[src/rtl/sfr_pkg.sv]
// ----------------------------------------------------------------------------
// S-BUS frame receiver package
// Constants and shared types of the frame receiver.
// ----------------------------------------------------------------------------
`default_nettype none

package sfr_pkg;

    localparam logic [7:0] START_BYTE = 8'h0F;
    localparam logic [7:0] END_BYTE   = 8'h00;

    localparam int CNT_W     = 5;
    localparam logic [CNT_W-1:0] END_POS  = 5'd24;
    localparam logic [CNT_W-1:0] FLAG_POS = 5'd23;

    localparam int CHAN_BITS  = 11;
    localparam int IDX_W      = 4;
    localparam logic [IDX_W-1:0] LAST_CHAN = 4'd15;
    localparam int FLAG_W     = 4;

    localparam int BANKS      = 2;
    localparam int BANK_W     = $clog2(BANKS);
    localparam int SLOT_W     = 5;
    localparam int RAM_WIDTH  = 8;
    localparam int RAM_DEPTH  = BANKS * (2 ** SLOT_W);
    localparam int RAM_AW     = $clog2(RAM_DEPTH);

    localparam int JOB_DEPTH  = BANKS;

    localparam int ACC_W      = CHAN_BITS + RAM_WIDTH - 1;
    localparam int ACC_CW     = $clog2(ACC_W + 1);

    typedef struct packed {
        logic [BANK_W-1:0] bank;
        logic [FLAG_W-1:0] flags;
    } t_sfr_job;

    typedef struct packed {
        logic              valid;
        logic [BANK_W-1:0] bank;
    } t_sfr_done;

endpackage

`default_nettype wire

[src/rtl/sfr_if.sv]
// ----------------------------------------------------------------------------
// S-BUS frame receiver channels
// Valid/ready channels for received bytes and decoded channel results.
// ----------------------------------------------------------------------------
`default_nettype none

interface sfr_byte_if;
    logic       valid;
    logic       ready;
    logic [7:0] rx_byte;

    modport source (output valid, output rx_byte, input ready);
    modport sink (input valid, input rx_byte, output ready);
endinterface

interface sfr_chan_if;
    logic        valid;
    logic        ready;
    logic [3:0]  channel_index;
    logic [10:0] channel_value;
    logic        digital_one;
    logic        digital_two;
    logic        frame_lost;
    logic        failsafe_active;
    logic        last;

    modport source (output valid, output channel_index, output channel_value,
                    output digital_one, output digital_two, output frame_lost,
                    output failsafe_active, output last, input ready);
    modport sink (input valid, input channel_index, input channel_value,
                  input digital_one, input digital_two, input frame_lost,
                  input failsafe_active, input last, output ready);
endinterface

`default_nettype wire

[src/rtl/sfr_ram.sv]
// ----------------------------------------------------------------------------
// Generic RAM
// One write port and one read port with registered read data.
// ----------------------------------------------------------------------------
`default_nettype none

module sfr_ram #(
    parameter int WIDTH = 8,
    parameter int DEPTH = 64
) (
    input  logic                     i_clk,
    input  logic                     i_wr_en,
    input  logic [$clog2(DEPTH)-1:0] i_wr_addr,
    input  logic [WIDTH-1:0]         i_wr_data,
    input  logic [$clog2(DEPTH)-1:0] i_rd_addr,
    output logic [WIDTH-1:0]         o_rd_data
);

    logic [WIDTH-1:0] r_mem [DEPTH];
    logic [WIDTH-1:0] r_rd_data;

    always_ff @(posedge i_clk) begin
        if (i_wr_en) begin
            r_mem[i_wr_addr] <= i_wr_data;
        end
        r_rd_data <= r_mem[i_rd_addr];
    end

    assign o_rd_data = r_rd_data;

endmodule

`default_nettype wire

[src/rtl/sfr_front.sv]
// ----------------------------------------------------------------------------
// S-BUS frame receiver front end
// Hunts for the start byte, stores frame bytes into a free bank and queues
// a decode job when the end byte is good.
// ----------------------------------------------------------------------------
`default_nettype none

module sfr_front (
    input  logic                          i_clk,
    input  logic                          i_rst_n,
    sfr_byte_if.sink                      i_rx,
    output logic                          o_wr_en,
    output logic [sfr_pkg::RAM_AW-1:0]    o_wr_addr,
    output logic [7:0]                    o_wr_data,
    output logic                          o_push,
    output sfr_pkg::t_sfr_job             o_job,
    input  sfr_pkg::t_sfr_done            i_done
);
    import sfr_pkg::*;

    logic [CNT_W-1:0]  r_count, n_count;
    logic [BANK_W-1:0] r_bank, n_bank;
    logic [BANKS-1:0]  r_busy, n_busy;
    logic [FLAG_W-1:0] r_flags, n_flags;
    logic              in_frame;
    logic              accept;

    assign in_frame   = (r_count != '0) && (r_count < END_POS);
    assign i_rx.ready = !(in_frame && r_busy[r_bank]);
    assign accept     = i_rx.valid && i_rx.ready;

    assign o_wr_en   = accept && in_frame;
    assign o_wr_addr = {r_bank, r_count - 5'd1};
    assign o_wr_data = i_rx.rx_byte;
    assign o_push    = accept && (r_count == END_POS) && (i_rx.rx_byte == END_BYTE);
    assign o_job     = '{bank: r_bank, flags: r_flags};

    always_comb begin
        n_count = r_count;
        n_bank  = r_bank;
        n_flags = r_flags;
        n_busy  = r_busy;
        if (i_done.valid) begin
            n_busy[i_done.bank] = 1'b0;
        end
        if (accept) begin
            if (r_count == '0 || r_count > END_POS) begin
                n_count = (i_rx.rx_byte == START_BYTE) ? 5'd1 : 5'd0;
            end else if (r_count < END_POS) begin
                n_count = r_count + 5'd1;
                if (r_count == FLAG_POS) begin
                    n_flags = i_rx.rx_byte[FLAG_W-1:0];
                end
            end else begin
                n_count = '0;
                if (o_push) begin
                    n_busy[r_bank] = 1'b1;
                    n_bank         = r_bank + 1'b1;
                end
            end
        end
    end

    always_ff @(posedge i_clk) begin
        if (!i_rst_n) begin
            r_count <= '0;
            r_bank  <= '0;
            r_busy  <= '0;
        end else begin
            r_count <= n_count;
            r_bank  <= n_bank;
            r_busy  <= n_busy;
        end
        r_flags <= n_flags;
    end

endmodule

`default_nettype wire

[src/rtl/sfr_job_queue.sv]
// ----------------------------------------------------------------------------
// S-BUS frame receiver job queue
// Small FIFO of decode jobs between the front end and the back end.
// ----------------------------------------------------------------------------
`default_nettype none

module sfr_job_queue (
    input  logic              i_clk,
    input  logic              i_rst_n,
    input  logic              i_push,
    input  sfr_pkg::t_sfr_job i_job,
    input  logic              i_pop,
    output logic              o_valid,
    output sfr_pkg::t_sfr_job o_job
);
    import sfr_pkg::*;

    localparam int PTR_W = $clog2(JOB_DEPTH);
    localparam int CNT_QW = $clog2(JOB_DEPTH + 1);

    t_sfr_job          r_mem [JOB_DEPTH];
    logic [PTR_W-1:0]  r_wr_ptr, r_rd_ptr;
    logic [CNT_QW-1:0] r_fill;
    logic              do_pop;

    assign o_valid = (r_fill != '0);
    assign o_job   = r_mem[r_rd_ptr];
    assign do_pop  = i_pop && o_valid;

    always_ff @(posedge i_clk) begin
        if (!i_rst_n) begin
            r_wr_ptr <= '0;
            r_rd_ptr <= '0;
            r_fill   <= '0;
        end else begin
            if (i_push) begin
                r_wr_ptr <= (r_wr_ptr == PTR_W'(JOB_DEPTH - 1)) ? '0 : r_wr_ptr + 1'b1;
            end
            if (do_pop) begin
                r_rd_ptr <= (r_rd_ptr == PTR_W'(JOB_DEPTH - 1)) ? '0 : r_rd_ptr + 1'b1;
            end
            if (i_push && !do_pop) begin
                r_fill <= r_fill + 1'b1;
            end else if (!i_push && do_pop) begin
                r_fill <= r_fill - 1'b1;
            end
        end
        if (i_push) begin
            r_mem[r_wr_ptr] <= i_job;
        end
    end

endmodule

`default_nettype wire

[src/rtl/sfr_back.sv]
// ----------------------------------------------------------------------------
// S-BUS frame receiver back end
// Streams the data bytes of a stored frame through a bit accumulator and
// emits one 11-bit channel result at a time.
// ----------------------------------------------------------------------------
`default_nettype none

module sfr_back (
    input  logic                       i_clk,
    input  logic                       i_rst_n,
    input  logic                       i_job_valid,
    input  sfr_pkg::t_sfr_job          i_job,
    output logic                       o_pop,
    output logic [sfr_pkg::RAM_AW-1:0] o_rd_addr,
    input  logic [7:0]                 i_rd_data,
    output sfr_pkg::t_sfr_done         o_done,
    sfr_chan_if.source                 o_ch
);
    import sfr_pkg::*;

    localparam logic [1:0] ST_IDLE  = 2'd0;
    localparam logic [1:0] ST_LOAD  = 2'd1;
    localparam logic [1:0] ST_CHECK = 2'd2;

    logic [1:0]          r_state, n_state;
    logic [BANK_W-1:0]   r_bank, n_bank;
    logic [FLAG_W-1:0]   r_flags, n_flags;
    logic [SLOT_W-1:0]   r_ptr, n_ptr;
    logic [ACC_W-1:0]    r_acc, n_acc;
    logic [ACC_CW-1:0]   r_bits, n_bits;
    logic [IDX_W-1:0]    r_chan, n_chan;

    logic                r_ovalid, n_ovalid;
    logic [IDX_W-1:0]    r_oindex, n_oindex;
    logic [CHAN_BITS-1:0] r_ovalue, n_ovalue;
    logic [FLAG_W-1:0]   r_oflags, n_oflags;
    logic                r_olast, n_olast;
    logic                emit;

    assign o_rd_addr = (r_state == ST_IDLE) ? {i_job.bank, {SLOT_W{1'b0}}} : {r_bank, r_ptr};

    always_comb begin
        n_state  = r_state;
        n_bank   = r_bank;
        n_flags  = r_flags;
        n_ptr    = r_ptr;
        n_acc    = r_acc;
        n_bits   = r_bits;
        n_chan   = r_chan;
        n_ovalid = r_ovalid && !o_ch.ready;
        n_oindex = r_oindex;
        n_ovalue = r_ovalue;
        n_oflags = r_oflags;
        n_olast  = r_olast;
        emit     = 1'b0;
        o_pop    = 1'b0;
        o_done   = '{valid: 1'b0, bank: r_bank};
        case (r_state)
            ST_IDLE: begin
                if (i_job_valid) begin
                    n_bank  = i_job.bank;
                    n_flags = i_job.flags;
                    n_ptr   = '0;
                    n_acc   = '0;
                    n_bits  = '0;
                    n_chan  = '0;
                    n_state = ST_LOAD;
                end
            end
            ST_LOAD: begin
                n_acc   = r_acc | (ACC_W'(i_rd_data) << r_bits);
                n_bits  = r_bits + ACC_CW'(RAM_WIDTH);
                n_ptr   = r_ptr + 1'b1;
                n_state = ST_CHECK;
            end
            ST_CHECK: begin
                if (r_bits >= ACC_CW'(CHAN_BITS)) begin
                    if (!r_ovalid || o_ch.ready) begin
                        emit     = 1'b1;
                        n_ovalid = 1'b1;
                        n_oindex = r_chan;
                        n_ovalue = r_acc[CHAN_BITS-1:0];
                        n_oflags = r_flags;
                        n_olast  = (r_chan == LAST_CHAN);
                        n_acc    = r_acc >> CHAN_BITS;
                        n_bits   = r_bits - ACC_CW'(CHAN_BITS);
                        n_chan   = r_chan + 1'b1;
                        if (r_chan == LAST_CHAN) begin
                            o_pop        = 1'b1;
                            o_done.valid = 1'b1;
                            n_state      = ST_IDLE;
                        end
                    end
                end else begin
                    n_state = ST_LOAD;
                end
            end
            default: begin
                n_state = ST_IDLE;
            end
        endcase
    end

    always_ff @(posedge i_clk) begin
        if (!i_rst_n) begin
            r_state  <= ST_IDLE;
            r_ovalid <= 1'b0;
        end else begin
            r_state  <= n_state;
            r_ovalid <= n_ovalid;
        end
        r_bank   <= n_bank;
        r_flags  <= n_flags;
        r_ptr    <= n_ptr;
        r_acc    <= n_acc;
        r_bits   <= n_bits;
        r_chan   <= n_chan;
        if (emit) begin
            r_oindex <= n_oindex;
            r_ovalue <= n_ovalue;
            r_oflags <= n_oflags;
            r_olast  <= n_olast;
        end
    end

    assign o_ch.valid           = r_ovalid;
    assign o_ch.channel_index   = r_oindex;
    assign o_ch.channel_value   = r_ovalue;
    assign o_ch.digital_one     = r_oflags[0];
    assign o_ch.digital_two     = r_oflags[1];
    assign o_ch.frame_lost      = r_oflags[2];
    assign o_ch.failsafe_active = r_oflags[3];
    assign o_ch.last            = r_olast;

endmodule

`default_nettype wire

[src/rtl/sbus_frame_receiver.sv]
// Flow: a byte is taken when valid and ready are both high; the first channel beat
// of a good frame passes the job queue, the back end's load and check states and its
// output register after the end byte. Without output stalls the back end spends a
// load and a check step per data byte and a check step per channel beat; two banks
// let the front end take one byte per cycle until both banks wait for decoding.
// Reset: synchronous, active low; the receiver hunts for a start byte after it.
// ----------------------------------------------------------------------------
// S-BUS frame receiver
// Front end, job queue, double-banked frame RAM and channel unpacking back end.
// ----------------------------------------------------------------------------
`default_nettype none

module sbus_frame_receiver (
    input  logic        i_clk,
    input  logic        i_rst_n,
    sfr_byte_if.sink    i_rx,
    sfr_chan_if.source  o_ch
);
    import sfr_pkg::*;

    logic              wr_en;
    logic [RAM_AW-1:0] wr_addr;
    logic [7:0]        wr_data;
    logic [RAM_AW-1:0] rd_addr;
    logic [7:0]        rd_data;
    logic              push;
    logic              pop;
    logic              job_valid;
    t_sfr_job          push_job;
    t_sfr_job          head_job;
    t_sfr_done         done;

    sfr_front u_front (
        .i_clk     (i_clk),
        .i_rst_n   (i_rst_n),
        .i_rx      (i_rx),
        .o_wr_en   (wr_en),
        .o_wr_addr (wr_addr),
        .o_wr_data (wr_data),
        .o_push    (push),
        .o_job     (push_job),
        .i_done    (done)
    );

    sfr_job_queue u_queue (
        .i_clk   (i_clk),
        .i_rst_n (i_rst_n),
        .i_push  (push),
        .i_job   (push_job),
        .i_pop   (pop),
        .o_valid (job_valid),
        .o_job   (head_job)
    );

    sfr_ram #(
        .WIDTH (RAM_WIDTH),
        .DEPTH (RAM_DEPTH)
    ) u_ram (
        .i_clk     (i_clk),
        .i_wr_en   (wr_en),
        .i_wr_addr (wr_addr),
        .i_wr_data (wr_data),
        .i_rd_addr (rd_addr),
        .o_rd_data (rd_data)
    );

    sfr_back u_back (
        .i_clk       (i_clk),
        .i_rst_n     (i_rst_n),
        .i_job_valid (job_valid),
        .i_job       (head_job),
        .o_pop       (pop),
        .o_rd_addr   (rd_addr),
        .i_rd_data   (rd_data),
        .o_done      (done),
        .o_ch        (o_ch)
    );

endmodule

`default_nettype wire

[src/flat_wrapper.sv]
// flat-port wrapper written by rule: the top's interface ports become plain ports
module sbus_frame_receiver_flat import sfr_pkg::*;
  (i_clk, i_rst_n, i_rx_valid, i_rx_rx_byte, i_rx_ready, o_ch_valid, o_ch_channel_index, o_ch_channel_value, o_ch_digital_one, o_ch_digital_two, o_ch_frame_lost, o_ch_failsafe_active, o_ch_last, o_ch_ready);
  sfr_byte_if i_rx_i ();
  sfr_chan_if o_ch_i ();
  input  logic i_clk;
  input  logic i_rst_n;
  input wire logic [$bits(i_rx_i.valid)-1:0] i_rx_valid;
  input wire logic [$bits(i_rx_i.rx_byte)-1:0] i_rx_rx_byte;
  output wire logic [$bits(i_rx_i.ready)-1:0] i_rx_ready;
  output wire logic [$bits(o_ch_i.valid)-1:0] o_ch_valid;
  output wire logic [$bits(o_ch_i.channel_index)-1:0] o_ch_channel_index;
  output wire logic [$bits(o_ch_i.channel_value)-1:0] o_ch_channel_value;
  output wire logic [$bits(o_ch_i.digital_one)-1:0] o_ch_digital_one;
  output wire logic [$bits(o_ch_i.digital_two)-1:0] o_ch_digital_two;
  output wire logic [$bits(o_ch_i.frame_lost)-1:0] o_ch_frame_lost;
  output wire logic [$bits(o_ch_i.failsafe_active)-1:0] o_ch_failsafe_active;
  output wire logic [$bits(o_ch_i.last)-1:0] o_ch_last;
  input wire logic [$bits(o_ch_i.ready)-1:0] o_ch_ready;
  assign i_rx_i.valid = i_rx_valid;
  assign i_rx_i.rx_byte = i_rx_rx_byte;
  assign i_rx_ready = i_rx_i.ready;
  assign o_ch_valid = o_ch_i.valid;
  assign o_ch_channel_index = o_ch_i.channel_index;
  assign o_ch_channel_value = o_ch_i.channel_value;
  assign o_ch_digital_one = o_ch_i.digital_one;
  assign o_ch_digital_two = o_ch_i.digital_two;
  assign o_ch_frame_lost = o_ch_i.frame_lost;
  assign o_ch_failsafe_active = o_ch_i.failsafe_active;
  assign o_ch_last = o_ch_i.last;
  assign o_ch_i.ready = o_ch_ready;
  sbus_frame_receiver u_core (.i_clk(i_clk), .i_rst_n(i_rst_n), .i_rx(i_rx_i), .o_ch(o_ch_i));
endmodule
[config.mk]
export PLATFORM = sky130hd
export DESIGN_NAME = sbus_frame_receiver_flat
export DESIGN_NICKNAME = d
export VERILOG_FILES = /design/src/rtl/sfr_pkg.sv /design/src/rtl/sfr_if.sv /design/src/rtl/sfr_ram.sv /design/src/rtl/sfr_front.sv /design/src/rtl/sfr_job_queue.sv /design/src/rtl/sfr_back.sv /design/src/rtl/sbus_frame_receiver.sv /design/src/flat_wrapper.sv
export SDC_FILE = /design/constraint.sdc
export NUM_CORES = 1
export LEC_CHECK = 0
export ABC_AREA = 1
export BUFFER_PORTS_ARGS = -buffer_cell sky130_fd_sc_hd__buf_2
export CAP_MARGIN = 20
export CORE_ASPECT_RATIO = 2
export CORE_MARGIN = 2
export CORE_UTILIZATION = 25
export CTS_BUF_LIST = sky130_fd_sc_hd__clkbuf_8
export CTS_CLUSTER_DIAMETER = 150
export DETAILED_ROUTE_END_ITERATION = 8
export PLACE_DENSITY = 0.39
export SLEW_MARGIN = 20
export SYNTH_ARGS = -nofsm -noshare
export SYNTH_HDL_FRONTEND = slang
export SYNTH_HIERARCHICAL = 1
export SYNTH_SLANG_ARGS = --single-unit
export TNS_END_PERCENT = 30
[constraint.sdc]
create_clock -name i_clk -period 4.39 [get_ports i_clk]
set_input_delay 0.439 -clock i_clk [delete_from_list [all_inputs] [get_ports i_clk]]
set_output_delay 0.439 -clock i_clk [all_outputs]
set_load 0.02 [all_outputs]
-- After elaboration in Yosys (flattened, before gate mapping)
Memory sizes are Yosys's and may differ from the RTL's. A register that Yosys moved wholly into a read port is not among the register bits.
Index checks and enable logic that the tools add are counted.
W data, S select, Z words.
- $add $sub $neg: 11
- $mul: 0
- divide/modulo/power cells: 0
- $lt $le $gt $ge: 7
- equality and inequality tests: 11
- shifts and indexed selects: 1
- mux-type cells: 53
- bitwise logic cells: 6
- reduce and logical (&&, ||, !) cells: 36
- operators by type and width (kind ; number):
    $mux W18 ; 3
    $pmux W18 S3 ; 1
    $mux W5 ; 5
    $mux W1 ; 23
    $mux W2 ; 11
    $reduce_and A4 Y1 ; 5
    $or A18 B18 Y18 ; 1
    $shl A8 B5 Y18 ; 1
    $pmux W5 S3 ; 1
    $logic_and A1 B1 Y1 ; 12
    $mux W4 ; 3
    $add A5 B1 Y5 const B ; 2
    $eq A5 B5 Y1 const B ; 2
    $pmux W5 S2 ; 1
    $eq A8 B4 Y1 const B ; 1
    $logic_not A8 Y1 ; 1
    $pmux W4 S2 ; 1
    $reduce_bool A2 Y1 ; 4
    $mux W6 ; 1
    $ne A3 B3 Y1 const B ; 2
    $pmux W2 S3 ; 1
    $add A5 B4 Y5 const B ; 1
    $ge A5 B4 Y1 const B ; 1
    $gt A5 B5 Y1 const B ; 1
    other kinds (27) ; 40
- register bits after elaboration: 76
- bits in latches: 0
- memory bits (writable): 522
- bits in read-only memories: 0
- input port bits: 12
- output and inout bits: 22
- memories: 2
- memories (memory ; depth ; bits a word ; rd ports ; clocked after memory_dff ; wr ports ; line ; RTL):
    u_core.u_ram.r_mem ; 64 ; 8 ; 1 ; 1 ; 1 ; sfr_ram.sv:19 ; logic [WIDTH-1:0] r_mem [DEPTH];
    u_core.u_queue.r_mem ; 2 ; 5 ; 1 ; 1 ; 1 ; sfr_job_queue.sv:21 ; t_sfr_job r_mem [JOB_DEPTH];

-- Depth between registers and ports, before layout
- depth in word-level cells: 12
- depth in mapped cells: 16

-- Hierarchy
The synthesis kept the hierarchy.
- modules (own cells, without submodules) (module ; instances ; cells an instance ; area an instance (um^2)):
    sfr_ram ; 1 ; 1805 ; 21339.2
    sfr_back ; 1 ; 315 ; 3045.4
    sfr_front ; 1 ; 125 ; 868.3
    sfr_job_queue ; 1 ; 50 ; 590.6

-- Least setup slack after synthesis
No wires, ideal clock.
- kind: reg2reg
- start: register u_core.u_front.r_count[0]
- end: memory u_core.u_ram.r_mem[48][0], enable pin
- library setup time: 0.395 ns
- arrival: 2.564 ns
- required time: 3.995 ns
- path slack: 1.432 ns
- cell stages (with the launch flop): 14
- buffers on the path: 1
- clock period less this slack: 2.958 ns
- path through: dfxtp_1 -> inv_1 -> ha_1 -> inv_1 -> nor2_2 -> nand2_2 -> nand3_4 -> nand2_4 -> inv_2 -> nand2_1 -> inv_1 -> clkbuf_1 -> nand4_1 -> nor4_1
- RTL lines (what ; line ; RTL):
    from (decl) ; sfr_front.sv:21 ; logic [CNT_W-1:0] r_count, n_count;
    from (signal assigned) ; sfr_front.sv:70 ; r_count <= n_count;
    $sub A5 B1 Y5 ; sfr_front.sv:33 ; assign o_wr_addr = {r_bank, r_count - 5'd1};
    via u_core.wr_addr[0] ; sbus_frame_receiver.sv:22 ; logic [RAM_AW-1:0] wr_addr;
    to (decl) ; sfr_ram.sv:19 ;
The timed path passes the listed nets, and every way through them passes these cells.

-- Worst setup path after layout
- start: register u_core.u_back.r_state[0]
- end: register u_core.u_ram.r_rd_data[1], in the netlist u_core/u_ram/o_rd_data[1] (read register of u_core.u_ram.r_mem)
- longest elaborated chain between the ends: 2
- RTL lines (what ; line ; RTL):
    from (decl) ; sfr_back.sv:25 ; logic [1:0] r_state, n_state;
    from (signal assigned) ; sfr_back.sv:109 ; r_state <= n_state;
    $logic_not A2 Y1 ; sfr_back.sv:40 ; assign o_rd_addr = (r_state == ST_IDLE) ? {i_job.bank, {SLOT_W{1'b0}}} : {r_bank, r_ptr};
    $mux W6 ; sfr_back.sv:40 ;
    via u_core.rd_addr[1] ; sbus_frame_receiver.sv:24 ; logic [RAM_AW-1:0] rd_addr;
    to (decl) ; sfr_ram.sv:20 ; logic [WIDTH-1:0] r_rd_data;
The timed path passes the listed nets, and every way through them passes these cells.
A chain may end at the register's enable or synchronous reset.

==> results.cfg <==
[synthesis]
synth_cell_types = 41
synth-main-ff-cell = edfxtp_1
synth_edf_count = 583
synth_cells = 2295
syn_avg_cell_area_um2 = 11.3
synth_warnings = 6
yosys_register_bits = 607
synth_nets = 2320
yosysSeqAreaShare = 0.696
ys_async_sr_fraction = 0
syn_area_mm2 = 0.0258

[sta]
max_freq_mhz = 301
worstMarginPinSlew_ns = 1.05
period_share = 0.757
rsz0062_at_grt = no
drv_slew = 0
fin_crit_ns = 3.32
hold_violations = 0
maxSlewHeadroom = 0.303
fin_setup_tns_ns = 0
setup-violations-final = 0
finClkSkew_ns = 0.0369

[clocking]
postCtsSetupBuffers = 0
cts_root_buffer = clkbuf_8
postCtsHoldBufs = 3
cts.sinks = 607
cts_tree = built
clkSlewWorstSetupHoldPaths_ns = 0.07
htreeDepth = 3
ctsResizeCount = 0
clock_path_buffers = 3
clk-insertion-delay-late_ns = 0.74
cts_made_buffers = 87

[hold_path]
hold_class = in2reg

[grt]
grt_use_total = 0.160
grt_pass1_vias = 18212
grt_max_degree = 152
gr-total-overflow = 0
grt_pass1_wl_um = 122000
antenna_found_initial = 1

[drt]
drc = 0
routed_wl_um = 84700
avgRoutedWirePerCell_um = 22.3
drt_iter0_drc = 981
first_pass_iters = 5
drt.antenna.violating_nets = 0
num_vias = 17387
via_per_inst = 4.58

[cells_and_area]
final_cell_mix = nand2_1, edfxtp_1, nand3_1
area_growth_pct = 13.3
drive_gt1_frac = 0.121
final_area_mm2 = 0.0293
fin_nets = 2411
fillCellCount = 10579
final_common_cell = nand2_1

[die]
start_util = 0.252
die_area_mm2 = 0.106
rows = 166
fp.dieH_um = 459
chipWidth_um = 231
core-area_mm2 = 0.102
io_pins = 34

[power]
vdd_drop_max_mv = 0.597
finalPower_mw = 16.9
leakage_nw = 10.6
cellPowerDensity_mw_per_mm2 = 578

[placement]
place_congestion = 0.829
hpwl_um = 55400
dpl_cell_area_mm2 = 0.0276
port_buffers = 33

[setup_path]
rrSetupSlack_ns = 1.07
critPathArrivalTime_ns = 3.92
critPathMaxFanout = 33
cp-start-kind = flip-flop
crit_type = reg2reg
required_ns = 4.99
crit_path_end_kind = flip-flop

[status]
status = finished clean

[run]
drv_cap = 0
## where the power goes
part / total [mW] / switching (mW) / internal [mW]
clock network: 4.46 / 2.28 / 2.18
logic: 5.54 / 4.13 / 1.41
registers: 6.91 / 0.243 / 6.66
## final timing paths
path | start | endpoint | depth (start not counted)
min reg2reg | u_core/u_back/r_flags[1]$_DFFE_PP_ | u_core/u_back/r_oflags[1]$_DFFE_PP_ | 0
min | i_rx_rx_byte[1] | u_core/u_ram/r_mem[63][1]$_DFFE_PP_ | 1
max reg2reg | u_core/u_back/r_state[0]$_SDFFE_PN0P_ | u_core/u_ram/o_rd_data[1]$_DFF_P_ | 11
max | u_core/u_back/r_state[0]$_SDFFE_PN0P_ | u_core/u_ram/o_rd_data[1]$_DFF_P_ | 11
## logic make-up after synthesis
| family | Yosys count | synth area share |
|---|---|---|
| buf+inv | 211 | 0.0485 |
| simple gates | 1400 | 0.234 |
| fa+ha+maj | 13 | 0.00629 |
| xor+xnor | 3 | 0.00102 |
| flops | 607 | 0.696 |
| mux | 5 | 0.00218 |
| compound gates | 56 | 0.0118 |
## state kept, by name, summed over array words and instances, names as in the netlist, 5 cells and up, named ones only
name                              cells
u_core/u_back/r_bits                  5
u_core/u_front/r_count                5
u_core/u_queue/r_mem                 10
u_core/u_back/r_acc                  18
u_core/u_back/o_ch.channel_value     11
u_core/u_ram/r_mem                  512
u_core/u_back/r_ptr                   5
u_core/u_ram/o_rd_data                8
## per-stage QoR
stage	instances	hold WS, ns	utilization	worst slack, ns
CTS	3797	0.0807	0.286	1.10
global placement	3638	0.405	0.269	1.13
global route	3798	0.122	0.286	0.952
finish	3798	0.145	0.286	1.07
detailed placement	3638	0.410	0.269	1.14
floorplan	2295	0.400	-	1.43
## synthesized netlist by cell type (all sizes together) (4+ instances only)
cell type,number,area [µm²]
a21oi,27,135
a31oi,4,25.0
buf,119,902
clkbuf,16,60.1
dfxtp,24,480
edfxtp,583,17500
ha,13,163
inv,75,287
mux2,5,56.3
nand2,777,2970
nand3,483,2440
nand4,16,100
nor2,108,420
nor3,4,25.0
nor4,10,68.8
o21ai,19,95.1
## final cells by class
cell class | count | area, µm² | area share
sequential | 607 | 18000 | 0.614
multi-input combinational | 1477 | 6640 | 0.227
tap | 1344 | 1680 | 0.0574
clock buffer | 89 | 1220 | 0.0418
timing repair buffer | 137 | 1030 | 0.0351
clock inverter | 67 | 422 | 0.0144
inverter | 76 | 294 | 0.0100
antenna | 1 | 2.50 | 0.0000855
## per-layer routing
layer	global-route usage	up-vias	share of wire
li1	-	8146	-
met1	0.147	8639	0.33
met2	0.324	423	0.58
met3	0.0207	179	0.029
met4	0.0940	0	0.060
met5	0	-	0
## worst max-delay path, stage by stage (launching register included)
cell     delay [ns]
dfxtp_1        0.41
inv_1          0.11
ha_1           0.39
nor2_4         0.56
buf_4          0.48
nand3_1        0.35
nand3_1        0.19
nand2_1        0.07
nand2_1        0.06
nand3_1        0.27
nand3_1        0.19
nand2_1        0.06
(Power assumes the default switching activity.)
